==> src/gbtg_pkg.sv <==
// ----------------------------------------------------------------------------
// gbtg_pkg
// shared types, codes and the exp table entry function of the gaussian
// basis trajectory generator
// ----------------------------------------------------------------------------
package gbtg_pkg;

   // defaults of the top level parameters
   localparam int MAX_WEIGHTS_DEF     = 16;
   localparam int EXP_TABLE_DEPTH_DEF = 256;

   // widest weight address over the parameter range
   localparam int ADDR_W = 6;

   // input actions
   localparam logic [1:0] ACT_LOAD    = 2'd0;
   localparam logic [1:0] ACT_RESTART = 2'd1;
   localparam logic [1:0] ACT_TICK    = 2'd2;

   // register indexes
   localparam logic [2:0] REG_NUM_BASIS  = 3'd0;
   localparam logic [2:0] REG_TIME_STEP  = 3'd1;
   localparam logic [2:0] REG_MU_SPACING = 3'd2;
   localparam logic [2:0] REG_END_TIME   = 3'd3;
   localparam logic [2:0] REG_INV_SIGMA  = 3'd4;
   localparam logic [2:0] REG_GAIN       = 3'd5;

   // datapath commands
   localparam logic [4:0] PH_NOP      = 5'd0;
   localparam logic [4:0] PH_LOAD     = 5'd1;
   localparam logic [4:0] PH_RESTART  = 5'd2;
   localparam logic [4:0] PH_INIT     = 5'd3;
   localparam logic [4:0] PH_F1       = 5'd4;
   localparam logic [4:0] PH_F2       = 5'd5;
   localparam logic [4:0] PH_F3       = 5'd6;
   localparam logic [4:0] PH_D        = 5'd7;
   localparam logic [4:0] PH_Z        = 5'd8;
   localparam logic [4:0] PH_U        = 5'd9;
   localparam logic [4:0] PH_E        = 5'd10;
   localparam logic [4:0] PH_M1       = 5'd11;
   localparam logic [4:0] PH_M2       = 5'd12;
   localparam logic [4:0] PH_M3       = 5'd13;
   localparam logic [4:0] PH_M4       = 5'd14;
   localparam logic [4:0] PH_M5       = 5'd15;
   localparam logic [4:0] PH_S1       = 5'd16;
   localparam logic [4:0] PH_S2       = 5'd17;
   localparam logic [4:0] PH_S3       = 5'd18;
   localparam logic [4:0] PH_EMIT     = 5'd19;
   localparam logic [4:0] PH_EMIT_END = 5'd20;

   typedef struct packed {
      logic [4:0]        phase;
      logic [ADDR_W-1:0] raddr;
      logic              sel_p0;
      logic              sel_p1;
   } cmd_type;

   typedef struct packed {
      logic past_end;
      logic out_free;
   } status_type;

   typedef struct packed {
      logic [4:0]  num_basis;
      logic [23:0] time_step;
      logic [23:0] mu_spacing;
      logic [23:0] end_time;
      logic [23:0] inv_sigma;
      logic [31:0] gain;
   } csr_type;

   // exp(-x) in Q16 for x in Q16: taylor series of exp(-x/32) in Q30, then
   // five squarings
   function automatic logic [16:0] exp_entry(input logic [63:0] x);
      logic [63:0]        y;
      logic [63:0]        term;
      logic [63:0]        r;
      logic signed [63:0] acc;
      y    = x << 9;
      term = 64'd1 << 30;
      acc  = signed'(term);
      term = ((term * y) >> 30);      acc = acc - signed'(term);
      term = ((term * y) >> 30) / 2;  acc = acc + signed'(term);
      term = ((term * y) >> 30) / 3;  acc = acc - signed'(term);
      term = ((term * y) >> 30) / 4;  acc = acc + signed'(term);
      term = ((term * y) >> 30) / 5;  acc = acc - signed'(term);
      term = ((term * y) >> 30) / 6;  acc = acc + signed'(term);
      term = ((term * y) >> 30) / 7;  acc = acc - signed'(term);
      term = ((term * y) >> 30) / 8;  acc = acc + signed'(term);
      term = ((term * y) >> 30) / 9;  acc = acc - signed'(term);
      term = ((term * y) >> 30) / 10; acc = acc + signed'(term);
      term = ((term * y) >> 30) / 11; acc = acc - signed'(term);
      term = ((term * y) >> 30) / 12; acc = acc + signed'(term);
      r = unsigned'(acc);
      r = (r * r + (64'd1 << 29)) >> 30;
      r = (r * r + (64'd1 << 29)) >> 30;
      r = (r * r + (64'd1 << 29)) >> 30;
      r = (r * r + (64'd1 << 29)) >> 30;
      r = (r * r + (64'd1 << 29)) >> 30;
      return 17'((r + (64'd1 << 13)) >> 14);
   endfunction

endpackage

==> src/gbtg_csr.sv <==
// ----------------------------------------------------------------------------
// gbtg_csr
// configuration registers behind an apb-style port
// ----------------------------------------------------------------------------
module gbtg_csr (
   input  logic                 clock,
   input  logic                 reset,
   input  logic                 psel,
   input  logic                 penable,
   input  logic                 pwrite,
   input  logic [4:0]           paddr,
   input  logic [31:0]          pwdata,
   output logic [31:0]          prdata,
   output logic                 pready,
   output gbtg_pkg::csr_type    cfg
);

   gbtg_pkg::csr_type cfg_ff;
   gbtg_pkg::csr_type cfg_in;
   logic [2:0]        idx;
   logic              wr;

   assign pready = 1'b1;
   assign idx    = paddr[4:2];
   assign wr     = psel & penable & pwrite;
   assign cfg    = cfg_ff;

   // register write
   always_comb begin
      cfg_in = cfg_ff;
      if (wr) begin
         case (idx)
            gbtg_pkg::REG_NUM_BASIS:  cfg_in.num_basis  = pwdata[4:0];
            gbtg_pkg::REG_TIME_STEP:  cfg_in.time_step  = pwdata[23:0];
            gbtg_pkg::REG_MU_SPACING: cfg_in.mu_spacing = pwdata[23:0];
            gbtg_pkg::REG_END_TIME:   cfg_in.end_time   = pwdata[23:0];
            gbtg_pkg::REG_INV_SIGMA:  cfg_in.inv_sigma  = pwdata[23:0];
            gbtg_pkg::REG_GAIN:       cfg_in.gain       = pwdata;
            default: ;
         endcase
      end
   end

   always_ff @(posedge clock) begin
      if (reset) begin
         cfg_ff.num_basis  <= 5'd5;
         cfg_ff.time_step  <= 24'd655;
         cfg_ff.mu_spacing <= 24'd16384;
         cfg_ff.end_time   <= 24'd85197;
         cfg_ff.inv_sigma  <= 24'd655360;
         cfg_ff.gain       <= 32'd65536;
      end else begin
         cfg_ff <= cfg_in;
      end
   end

   // read back
   always_comb begin
      case (idx)
         gbtg_pkg::REG_NUM_BASIS:  prdata = {27'd0, cfg_ff.num_basis};
         gbtg_pkg::REG_TIME_STEP:  prdata = {8'd0, cfg_ff.time_step};
         gbtg_pkg::REG_MU_SPACING: prdata = {8'd0, cfg_ff.mu_spacing};
         gbtg_pkg::REG_END_TIME:   prdata = {8'd0, cfg_ff.end_time};
         gbtg_pkg::REG_INV_SIGMA:  prdata = {8'd0, cfg_ff.inv_sigma};
         gbtg_pkg::REG_GAIN:       prdata = cfg_ff.gain;
         default:                  prdata = 32'd0;
      endcase
   end

endmodule

==> config.mk <==
export PLATFORM = sky130hd
export DESIGN_NAME = gbtg_csr
export DESIGN_NICKNAME = d
export VERILOG_FILES = /design/src/gbtg_pkg.sv /design/src/gbtg_csr.sv
export SDC_FILE = /design/constraint.sdc
export NUM_CORES = 1
export LEC_CHECK = 0
export CORE_MARGIN = 5
export CORE_UTILIZATION = 68
export DETAILED_ROUTE_END_ITERATION = 8
export DONT_BUFFER_PORTS = 1
export MAX_ROUTING_LAYER = met4
export PLACE_DENSITY_LB_ADDON = 0.2
export SKIP_CTS_REPAIR_TIMING = 1
export SYNTH_ARGS = -nofsm -noshare
export SYNTH_HDL_FRONTEND = slang
export SYNTH_SLANG_ARGS = --single-unit
export TNS_END_PERCENT = 50
==> constraint.sdc <==
create_clock -name clock -period 1.7 [get_ports clock]
set_input_delay 0.085 -clock clock [delete_from_list [all_inputs] [get_ports clock]]
set_output_delay 0.085 -clock clock [all_outputs]
set_load 0.01 [all_outputs]
==> flow_summary.rst <==
.. list-table::
   :header-rows: 1

   * - Metric
     - Value
   * - Hold path depth
     - 4
   * - Final Net Count
     - 814
   * - Crit-path max FO
     - 3
   * - Clock latency of the later-clocked register in the worst-skew pair
     - 0.53 ns
   * - Setup-violating endpoint count in the final report
     - 5
   * - Cells taking the most area after synthesis
     - sky130_fd_sc_hd__dfxtp_1, sky130_fd_sc_hd__mux2i_1, sky130_fd_sc_hd__nand3_1, sky130_fd_sc_hd__a21oi_1, sky130_fd_sc_hd__o21ai_0
   * - Final HPWL DP
     - 12,700 µm
   * - Number of antenna violations at the first check in global routing
     - 1
   * - Worst min path class
     - primary input to flop
   * - Critical Path End Type
     - output port
   * - Mean routed wirelength per cell
     - 27.0 µm
   * - Cell area after technology mapping
     - 6150 µm²
   * - Peak supply drop
     - 0.000822 V
   * - Total DRC errors in the routed layout
     - 0
   * - Overall power after layout
     - 7.59 mW
   * - Dpl ws
     - 0.385 ns
   * - Final hold violation count
     - 1
   * - Slowest stage delay, CP
     - 0.37 ns
   * - Commonest register cell after synthesis
     - sky130_fd_sc_hd__dfxtp_1
   * - Cell at the root of the clock tree
     - sky130_fd_sc_hd__clkbuf_8
   * - Final count of pins violating max slew
     - 0
   * - Count of state elements after synthesis
     - 133
   * - Maxcap violations
     - 0
   * - Data arrival at the endpoint of the critical path
     - 1.68 ns
   * - Reg-to-Reg Start
     - cfg[47]$_SDFFE_PP0P_
   * - Minimum period implied by the final worst setup slack
     - 1.77 ns
   * - Mean Syn Cell Area
     - 8.58 µm²
   * - Remaining antenna violation count
     - 0
   * - DRT Pass-1 Iters
     - 9
   * - Flip-flop count of the largest register after layout
     - 133
   * - Total buffers and inverters traversed by the critical path
     - 0
   * - Area inside the core boundary
     - 8760 µm²
   * - Result of the run
     - finished, violations left
   * - Count of unique library cells instantiated by Yosys
     - 38
   * - Dominant cell by count in the synthesized netlist
     - sky130_fd_sc_hd__dfxtp_1
   * - Dominant cell type by area after synthesis
     - sky130_fd_sc_hd__dfxtp_1
   * - Largest net degree at the start of global routing
     - 162
   * - Die height
     - 105 µm
   * - Final critical-path share of the clock period
     - 104%
   * - CTS Sinks
     - 133
   * - H-tree level count
     - 4
   * - Post-Synthesis Net Count
     - 759
   * - Area enclosed by the die boundary
     - 11,000 µm²
   * - Failing checks
     - negative hold slack, negative setup slack
   * - Capturing point of the worst reg2reg path
     - cfg[47]$_SDFFE_PP0P_
   * - Final design utilization
     - 88.7%
   * - Number of enable flip-flop cells after synthesis
     - 0
   * - FFs w/ async S/R, synth
     - 0%
   * - CP startpoint kind
     - flop
   * - R2r worst-path depth
     - 3
   * - Synthesis warning total
     - 0
   * - Area growth from synthesis to final layout
     - 26.4%
   * - Overall overflow remaining after global route
     - 0
   * - Clock tree from TritonCTS
     - done
   * - Die width
     - 105 µm
   * - Proportion of layout cells with a drive suffix above 1
     - 9.57%
   * - Pwr per Cell Area
     - 976 nW/µm²
   * - Critical path's slowest cell
     - sky130_fd_sc_hd__dfxtp_1
   * - Leakage component of the power
     - 2.97 nW
   * - Type of the worst setup path
     - flop to output port
   * - Highest Clock Rate
     - 0.566 GHz
   * - Yosys top cell area share
     - 43.3%
   * - Clock transition at the registers of the reported paths
     - 0.06 ns
   * - Setup skew after layout
     - 0 ns
   * - Detailed router's first-iteration violation count
     - 1,043
   * - Required time of the worst setup path
     - 1.62 ns
   * - Hold Path Origin
     - paddr[4]
   * - Top cells by count, synth
     - sky130_fd_sc_hd__dfxtp_1, sky130_fd_sc_hd__nand3_1, sky130_fd_sc_hd__a21oi_1
   * - End point of the most critical hold path
     - cfg[60]$_SDFFE_PP0P_
   * - Wire length of the first global-routing pass
     - 29,700 µm
   * - Hold Slack
     - -0.00343 ns
   * - Gate count of the mapped netlist
     - 717
   * - Cells along the critical path
     - mux2i_1, o2bb2ai_2, a221o_1
   * - Setup slack of the most critical reg-to-reg path
     - 0.17 ns
   * - Number of vias in the routed layout
     - 6,623
   * - Total routing usage reported by global routing
     - 34.1%
   * - Top-Level Pins
     - 208
   * - PnR worst setup slack
     - -0.0669 ns
   * - Non-Filler Instances
     - 893
   * - Number of rows in the core area
     - 34
   * - Drt total wl
     - 24,100 µm
   * - Top Family by Delay on Critical Path
     - compound AO/OA/AOI/OAI gates
   * - Worst slew pin tran
     - 0.866 ns
   * - Initial core utilization
     - 70.2%
   * - Number of input and output port buffers inserted
     - 0
   * - Sequential fraction of the synthesis area
     - 43.3%
   * - Via count of the first global-routing pass
     - 5,331
   * - Via-per-instance ratio
     - 7.42
   * - Maximum clock path buffer count
     - 2
   * - Num CTS Buffers
     - 17
   * - Slew HR
     - 42.3%
   * - Placer's final routability congestion estimate
     - 0.888
   * - Unrepaired setup endpoints after global routing
     - true
   * - Number of cells in the design after placement
     - 765
==> worst register-to-register path, delay by kind of cell (launching register included) <==
family / cells / cell delay, ns
buffers and inverters: 1 / 0.58
AO/OA/AOI/OAI: 2 / 0.44
flip-flops: 1 / 0.46
==> cells in the final DEF, fill, tap and decap left out, drive strengths merged, types with 7 or more instances in the layout <==
master       count
nand3           98
mux2             7
nand2b          33
mux2i           58
buf             21
nor2            39
a221o           18
and3             8
o2bb2ai         19
dlygate4sd3     95
a21oi           97
dfxtp          133
o21ai           93
clkbuf          20
==> layer usage <==
metal  GRT usage (%)  vias to the layer above  routed length, µm
li1                -                     2710                  -
met1            42.7                     3125               8430
met2            51.9                      673              10900
met3            12.4                      115               3840
met4            10.3                        0                912
met5               -                        -                  0
==> layout make-up <==
cell class	instances	area, µm²
fillers	450	991
repair buffers	116	1180
inverters	2	7.51
multi-input cells	502	3170
well taps	108	135
clock buffers	20	445
diodes	1	2.50
clock inverters	11	174
flip-flops and latches	133	2660
==> power breakdown <==
| part | total (mW) | internal [mW] | switching, mW |
|---|---|---|---|
| registers | 3.18 | 3.14 | 0.0358 |
| clock network | 3.92 | 2.46 | 1.45 |
| logic | 0.497 | 0.188 | 0.308 |
==> stage by stage <==
| stage | setup TNS [ns] | cell area, µm² |
|---|---|---|
| floorplan | 0 | 6150 |
| global placement | 0 | 6140 |
| detailed placement | 0 | 6140 |
| CTS | -0.0119 | 6760 |
| global route | -0.179 | 7770 |
| finish | -0.184 | 7770 |
==> worst max path at each step <==
stage | slack (ns) | start | cells after the start | end
detailed placement | 0.39 | pwrite | 3 | cfg[58]$_SDFFE_PP1P_
finish | -0.07 | cfg[7]$_SDFFE_PP0P_ | 3 | prdata[7]
global placement | 0.43 | paddr[4] | 3 | prdata[11]
floorplan | 0.42 | paddr[3] | 7 | prdata[11]
global route | -0.06 | cfg[39]$_SDFFE_PP0P_ | 3 | prdata[7]
CTS | -0.01 | cfg[58]$_SDFFE_PP1P_ | 3 | prdata[2]
==> cells by family (layout without fill, tap and decap cells) <==
| family | after synthesis | count (layout) | share of synthesized area, % |
|---|---|---|---|
| compound gates | 242 | 242 | 23.0 |
| mux | 66 | 66 | 11.1 |
| other cells | 1 | 2 | 0.0610 |
| buf+inv | 82 | 149 | 6.00 |
| flops | 133 | 133 | 43.3 |
| simple gates | 193 | 193 | 16.6 |
Power figures use the tool's default switching activity.
