`src/gbtg_pkg.sv`:
```
// ----------------------------------------------------------------------------
// gbtg_pkg
// shared types, codes and the exp table entry function of the gaussian
// basis trajectory generator
// ----------------------------------------------------------------------------
package gbtg_pkg;

   // defaults of the top level parameters
   localparam int MAX_WEIGHTS_DEF     = 16;
   localparam int EXP_TABLE_DEPTH_DEF = 256;

   // widest weight address over the parameter range
   localparam int ADDR_W = 6;

   // input actions
   localparam logic [1:0] ACT_LOAD    = 2'd0;
   localparam logic [1:0] ACT_RESTART = 2'd1;
   localparam logic [1:0] ACT_TICK    = 2'd2;

   // register indexes
   localparam logic [2:0] REG_NUM_BASIS  = 3'd0;
   localparam logic [2:0] REG_TIME_STEP  = 3'd1;
   localparam logic [2:0] REG_MU_SPACING = 3'd2;
   localparam logic [2:0] REG_END_TIME   = 3'd3;
   localparam logic [2:0] REG_INV_SIGMA  = 3'd4;
   localparam logic [2:0] REG_GAIN       = 3'd5;

   // datapath commands
   localparam logic [4:0] PH_NOP      = 5'd0;
   localparam logic [4:0] PH_LOAD     = 5'd1;
   localparam logic [4:0] PH_RESTART  = 5'd2;
   localparam logic [4:0] PH_INIT     = 5'd3;
   localparam logic [4:0] PH_F1       = 5'd4;
   localparam logic [4:0] PH_F2       = 5'd5;
   localparam logic [4:0] PH_F3       = 5'd6;
   localparam logic [4:0] PH_D        = 5'd7;
   localparam logic [4:0] PH_Z        = 5'd8;
   localparam logic [4:0] PH_U        = 5'd9;
   localparam logic [4:0] PH_E        = 5'd10;
   localparam logic [4:0] PH_M1       = 5'd11;
   localparam logic [4:0] PH_M2       = 5'd12;
   localparam logic [4:0] PH_M3       = 5'd13;
   localparam logic [4:0] PH_M4       = 5'd14;
   localparam logic [4:0] PH_M5       = 5'd15;
   localparam logic [4:0] PH_S1       = 5'd16;
   localparam logic [4:0] PH_S2       = 5'd17;
   localparam logic [4:0] PH_S3       = 5'd18;
   localparam logic [4:0] PH_EMIT     = 5'd19;
   localparam logic [4:0] PH_EMIT_END = 5'd20;

   typedef struct packed {
      logic [4:0]        phase;
      logic [ADDR_W-1:0] raddr;
      logic              sel_p0;
      logic              sel_p1;
   } cmd_type;

   typedef struct packed {
      logic past_end;
      logic out_free;
   } status_type;

   typedef struct packed {
      logic [4:0]  num_basis;
      logic [23:0] time_step;
      logic [23:0] mu_spacing;
      logic [23:0] end_time;
      logic [23:0] inv_sigma;
      logic [31:0] gain;
   } csr_type;

   // exp(-x) in Q16 for x in Q16: taylor series of exp(-x/32) in Q30, then
   // five squarings
   function automatic logic [16:0] exp_entry(input logic [63:0] x);
      logic [63:0]        y;
      logic [63:0]        term;
      logic [63:0]        r;
      logic signed [63:0] acc;
      y    = x << 9;
      term = 64'd1 << 30;
      acc  = signed'(term);
      term = ((term * y) >> 30);      acc = acc - signed'(term);
      term = ((term * y) >> 30) / 2;  acc = acc + signed'(term);
      term = ((term * y) >> 30) / 3;  acc = acc - signed'(term);
      term = ((term * y) >> 30) / 4;  acc = acc + signed'(term);
      term = ((term * y) >> 30) / 5;  acc = acc - signed'(term);
      term = ((term * y) >> 30) / 6;  acc = acc + signed'(term);
      term = ((term * y) >> 30) / 7;  acc = acc - signed'(term);
      term = ((term * y) >> 30) / 8;  acc = acc + signed'(term);
      term = ((term * y) >> 30) / 9;  acc = acc - signed'(term);
      term = ((term * y) >> 30) / 10; acc = acc + signed'(term);
      term = ((term * y) >> 30) / 11; acc = acc - signed'(term);
      term = ((term * y) >> 30) / 12; acc = acc + signed'(term);
      r = unsigned'(acc);
      r = (r * r + (64'd1 << 29)) >> 30;
      r = (r * r + (64'd1 << 29)) >> 30;
      r = (r * r + (64'd1 << 29)) >> 30;
      r = (r * r + (64'd1 << 29)) >> 30;
      r = (r * r + (64'd1 << 29)) >> 30;
      return 17'((r + (64'd1 << 13)) >> 14);
   endfunction

endpackage

```
`src/gbtg_ctrl.sv`:
```
// ----------------------------------------------------------------------------
// gbtg_ctrl
// sequencer: issues load and restart commands and steps the datapath
// through the prefetch, per-basis, scaling and output phases of a tick
// ----------------------------------------------------------------------------
module gbtg_ctrl #(
   parameter int MAX_WEIGHTS = gbtg_pkg::MAX_WEIGHTS_DEF
) (
   input  logic                   clock,
   input  logic                   reset,
   input  logic                   req_valid,
   output logic                   req_stall,
   input  logic [1:0]             req_action,
   input  logic [4:0]             num_basis,
   input  gbtg_pkg::status_type   status,
   output gbtg_pkg::cmd_type      cmd
);

   localparam int CW = $clog2(MAX_WEIGHTS + 2);

   localparam logic [4:0] ST_IDLE    = 5'd0;
   localparam logic [4:0] ST_INIT    = 5'd1;
   localparam logic [4:0] ST_F1      = 5'd2;
   localparam logic [4:0] ST_F2      = 5'd3;
   localparam logic [4:0] ST_F3      = 5'd4;
   localparam logic [4:0] ST_D       = 5'd5;
   localparam logic [4:0] ST_Z       = 5'd6;
   localparam logic [4:0] ST_U       = 5'd7;
   localparam logic [4:0] ST_E       = 5'd8;
   localparam logic [4:0] ST_M1      = 5'd9;
   localparam logic [4:0] ST_M2      = 5'd10;
   localparam logic [4:0] ST_M3      = 5'd11;
   localparam logic [4:0] ST_M4      = 5'd12;
   localparam logic [4:0] ST_M5      = 5'd13;
   localparam logic [4:0] ST_S1      = 5'd14;
   localparam logic [4:0] ST_S2      = 5'd15;
   localparam logic [4:0] ST_S3      = 5'd16;
   localparam logic [4:0] ST_FIN     = 5'd17;
   localparam logic [4:0] ST_FIN_END = 5'd18;

   logic [4:0]    state_ff, state_in;
   logic [CW-1:0] cnt_ff, cnt_in;
   logic [7:0]    nb;
   logic          last;
   logic          accept;

   assign req_stall = (state_ff != ST_IDLE);
   assign accept    = req_valid & ~req_stall;

   // clamp the basis count into 3 .. MAX_WEIGHTS
   always_comb begin
      if (num_basis < 5'd3) begin
         nb = 8'd3;
      end else if ({3'd0, num_basis} > 8'(MAX_WEIGHTS)) begin
         nb = 8'(MAX_WEIGHTS);
      end else begin
         nb = {3'd0, num_basis};
      end
   end

   assign last = (8'(cnt_ff) == nb + 8'd1);

   // next state and commands
   always_comb begin
      state_in   = state_ff;
      cnt_in     = cnt_ff;
      cmd.phase  = gbtg_pkg::PH_NOP;
      cmd.raddr  = '0;
      cmd.sel_p0 = 1'b0;
      cmd.sel_p1 = 1'b0;
      case (state_ff)
         ST_IDLE: begin
            if (accept) begin
               case (req_action)
                  gbtg_pkg::ACT_LOAD:    cmd.phase = gbtg_pkg::PH_LOAD;
                  gbtg_pkg::ACT_RESTART: cmd.phase = gbtg_pkg::PH_RESTART;
                  gbtg_pkg::ACT_TICK:    state_in  = status.past_end ? ST_FIN_END : ST_INIT;
                  default: ;
               endcase
            end
         end
         ST_INIT: begin
            cmd.phase = gbtg_pkg::PH_INIT;
            cmd.raddr = gbtg_pkg::ADDR_W'(0);
            cnt_in    = '0;
            state_in  = ST_F1;
         end
         ST_F1: begin
            cmd.phase = gbtg_pkg::PH_F1;
            cmd.raddr = gbtg_pkg::ADDR_W'(1);
            state_in  = ST_F2;
         end
         ST_F2: begin
            cmd.phase = gbtg_pkg::PH_F2;
            cmd.raddr = gbtg_pkg::ADDR_W'(2);
            state_in  = ST_F3;
         end
         ST_F3: begin
            cmd.phase = gbtg_pkg::PH_F3;
            state_in  = ST_D;
         end
         ST_D: begin
            cmd.phase = gbtg_pkg::PH_D;
            cmd.raddr = gbtg_pkg::ADDR_W'(cnt_ff - CW'(2));
            state_in  = ST_Z;
         end
         ST_Z: begin
            cmd.phase  = gbtg_pkg::PH_Z;
            cmd.sel_p0 = (cnt_ff == CW'(0));
            cmd.sel_p1 = (cnt_ff == CW'(1));
            state_in   = ST_U;
         end
         ST_U: begin
            cmd.phase = gbtg_pkg::PH_U;
            state_in  = ST_E;
         end
         ST_E: begin
            cmd.phase = gbtg_pkg::PH_E;
            state_in  = ST_M1;
         end
         ST_M1: begin
            cmd.phase = gbtg_pkg::PH_M1;
            state_in  = ST_M2;
         end
         ST_M2: begin
            cmd.phase = gbtg_pkg::PH_M2;
            state_in  = ST_M3;
         end
         ST_M3: begin
            cmd.phase = gbtg_pkg::PH_M3;
            state_in  = ST_M4;
         end
         ST_M4: begin
            cmd.phase = gbtg_pkg::PH_M4;
            state_in  = ST_M5;
         end
         ST_M5: begin
            cmd.phase = gbtg_pkg::PH_M5;
            cnt_in    = cnt_ff + CW'(1);
            state_in  = last ? ST_S1 : ST_D;
         end
         ST_S1: begin
            cmd.phase = gbtg_pkg::PH_S1;
            state_in  = ST_S2;
         end
         ST_S2: begin
            cmd.phase = gbtg_pkg::PH_S2;
            state_in  = ST_S3;
         end
         ST_S3: begin
            cmd.phase = gbtg_pkg::PH_S3;
            state_in  = ST_FIN;
         end
         ST_FIN: begin
            if (status.out_free) begin
               cmd.phase = gbtg_pkg::PH_EMIT;
               state_in  = ST_IDLE;
            end
         end
         ST_FIN_END: begin
            if (status.out_free) begin
               cmd.phase = gbtg_pkg::PH_EMIT_END;
               state_in  = ST_IDLE;
            end
         end
         default: state_in = ST_IDLE;
      endcase
   end

   always_ff @(posedge clock) begin
      if (reset) begin
         state_ff <= ST_IDLE;
         cnt_ff   <= '0;
      end else begin
         state_ff <= state_in;
         cnt_ff   <= cnt_in;
      end
   end

endmodule

```
`config.mk`:
```
export PLATFORM = sky130hd
export DESIGN_NAME = gbtg_ctrl
export DESIGN_NICKNAME = d
export VERILOG_FILES = /design/src/gbtg_pkg.sv /design/src/gbtg_ctrl.sv
export SDC_FILE = /design/constraint.sdc
export NUM_CORES = 1
export LEC_CHECK = 0
export BUFFER_PORTS_ARGS = -buffer_cell sky130_fd_sc_hd__clkbuf_2
export CAP_MARGIN = 20
export CORE_MARGIN = 2
export CORE_UTILIZATION = 42
export DETAILED_ROUTE_END_ITERATION = 10
export PLACE_DENSITY = 0.76
export SLEW_MARGIN = 10
export SYNTH_ARGS = -nofsm -noshare
export SYNTH_HDL_FRONTEND = slang
export SYNTH_SLANG_ARGS = --single-unit
export TNS_END_PERCENT = 1
```
`constraint.sdc`:
```
create_clock -name clock -period 2.93 [get_ports clock]
set_input_delay 0.7325 -clock clock [delete_from_list [all_inputs] [get_ports clock]]
set_output_delay 0.7325 -clock clock [all_outputs]
set_load 0.05 [all_outputs]
```
==> flow_summary.toml <==
[outcome]
status = "complete, no violations"

[floorplan]
dieArea_um2 = 3365
core_um2 = 2758
die_h_um = 58.01
start_util_pct = 44.42
die_w_um = 58.01
io_pins = 26
row_count = 19

[power_and_ir_drop]
p_seq_share_pct = 39.1
intPower_mw = 0.2285
power_frac_clock_pct = 25.2
ir_drop_uv = 216.8
p_per_area_nw_per_um2 = 270.3
leakagePower_nw = 0.5674
switching_share_pct = 36.68
p_switching_mw = 0.1324
combinationalPowerShare_pct = 35.7

[placed_design]
placed_area_um2 = 1313
dp_slack_ns = 0.3091
dp.cells = 217
dp_hpwl_um = 2079
numPortBuffers = 25
gp_congestion = 0.8512

[finish]
final_cells = 220
area_growth_pct = 8.989
nNetsFinal = 209
num_antenna_cells = 0
final_common_cell = "clkbuf_2"
post-route-util_pct = 48.41
layout_common_cells = "clkbuf_2, nor2_1, nand2_1"
final_cell_area_um2 = 1335
fillers = 286
drive_above_1_share_pct = 22.75

[detailed_routing]
drc = 0
detail_route.vias_per_cell = 5.759
drt-wirelength-per-cell_um = 12.28
antenna_left = 0
dr.pass1.iters = 4
num_vias = 1267
routed_wl_um = 2702
drt_iter0_markers = 53

[worst_hold_path]
whs_endpoint = "cnt_ff[2]$_SDFFE_PP0P_"
hp-class = "reg -> reg"
hp-start = "cnt_ff[2]$_SDFFE_PP0P_"
hold-path-cell-count = 2

[cts]
cts_root_buf = "clkbuf_4"
clock_latency_ns = 0.25
cts_tree = "done"
cts_resized = 0
cts_setup_buffers = 0
clockBufferDepth = 2
h-tree-depth = 1
hold_buffers = 0
cts.sinks = 10
cts_made_buffers = 3
clkTransAtPathRegs_ns = 0.06

[timing]
max_freq_mhz = 363.3
setup_viol = 0
period_share_pct = 93.93
finalSetupTns_ns = 0
period_minus_slack_ns = 2.752
worst_pin_slew_ns = 0.5067
fin_skew_ns = 0.002303
maxSlewViolCount = 0
relSlewSlack_pct = 66.18
hold_violations = 0
rsz0062_at_grt = "no"
setup_ws_ns = 0.1777

[worst_setup_path]
cp_data_required_time_ns = 2.20
cp.arrival_ns = 2.02
end_kind = "output port"
critPathLaunch = "state_ff[3]$_SDFFE_PP0P_"
crit_type = "reg -> out"
reg2reg_from = "state_ff[2]$_SDFFE_PP0P_"
r2r_slack_ns = 1.00
cp_max_fo = 10
cp-start-kind = "flop"
rr_endpoint = "cnt_ff[4]$_SDFFE_PP0P_"
reg2regPathDepth = 5

[yosys]
seq_area_frac_synth_pct = 16.34
ys_warn_count = 0
synth.cell_area_um2 = 1225
synth_fp_nets = 190
ys_seq_elements = 10
synth-main-ff-cell = "dfxtp_1"
syn_inst = 172
async_reset_ff_share_pct = 0
ys_types = 58
synth_edf_count = 0
postSynthAreaPerCell_um2 = 7.122

[global_route]
grt_pass1_vias = 1076
grt_pass1_wl_um = 4671
grt_max_degree = 21
track_usage_pct = 16.77
gr-total-overflow = 0
grt_antenna_before_repair = 0

[run]
maxCapViolCount = 0
==> layer usage <==
layer	up-vias	wire [µm]	track usage [%]
li1	652	-	-
met1	582	1306	24.76
met2	31	1259	26.62
met3	2	117	1.339
met4	0	19	3.654
met5	-	0	0
==> power groups by stage <==
stage	sequential [mW]	combinational, mW	clock (mW)
floorplan	0.143	0.101	0
global placement	0.144	0.127	0
detailed placement	0.144	0.128	0
CTS	0.141	0.129	0.0910
global route	0.141	0.141	0.101
finish	0.141	0.129	0.0911
==> metrics by stage <==
step                hold WS [ns]  total power, mW
floorplan                 0.5662           0.2441
global placement          0.6217           0.2713
detailed placement        0.6176           0.2725
CTS                       0.6278           0.3607
global route              0.6900           0.3832
finish                    0.6320           0.3608
==> state kept, by name (all words and copies together), names as in the netlist <==
| name | count |
|---|---|
| state_ff | 5 |
| cnt_ff | 5 |
==> final cells by class <==
| type | count | area (µm²) | area share [%] |
|---|---|---|---|
| Multi-Input combinational cell | 136 | 873.3 | 65.42 |
| Sequential cell | 10 | 200.2 | 15.00 |
| Timing Repair Buffer | 30 | 162.7 | 12.18 |
| Tap cell | 31 | 38.79 | 2.905 |
| Inverter | 10 | 37.54 | 2.812 |
| Clock buffer | 3 | 22.52 | 1.687 |
==> how the worst max path moves through the flow <==
| stage | endpoint | slack, ns | cells after the start |
|---|---|---|---|
| finish | cmd[9] | 0.18 | 6 |
| global route | cmd[9] | 0.05 | 5 |
| CTS | cmd[7] | 0.19 | 4 |
| detailed placement | state_ff[1]$_SDFFE_PP0P_ | 0.31 | 8 |
| global placement | state_ff[1]$_SDFFE_PP0P_ | 0.40 | 8 |
| floorplan | cmd[2] | 0.08 | 5 |
==> worst max-delay path, stage by stage, from the launching register on <==
cell      delay (ns)
dfxtp_1         0.37
buf_4           0.19
nor2_1          0.32
o21ai_0         0.15
a221o_1         0.36
o21ai_1         0.08
clkbuf_2        0.29
==> logic make-up (layout without fill, tap and decap cells) <==
group	Yosys count	in the layout	synth area share (%)
AOI/OAI and AO/OA	48	48	26.97
and+or+nand+nor	74	74	31.97
xor gates and xnor gates	8	8	5.720
DFF	10	10	16.34
adders and majority gates	6	6	6.129
buffers and inverters	26	43	12.87
==> synthesized netlist by cell type, types with 3 or more instances <==
cell type	count	share of area, %
a311oi_1	3	2.1
nand2_1	14	4.3
nor2_1	21	6.4
dfxtp_1	10	16
and2_1	3	1.5
a21oi_1	11	4.5
nand3_1	6	2.5
nor3_1	6	2.5
ha_1	6	6.1
a31oi_1	3	1.5
nand3b_1	3	1.8
o21ai_1	3	1.2
xor2_1	6	4.3
clkbuf_1	7	2.1
inv_1	10	3.1
buf_6	3	2.8
o21ai_0	7	2.9
(Power assumes the default switching activity.)
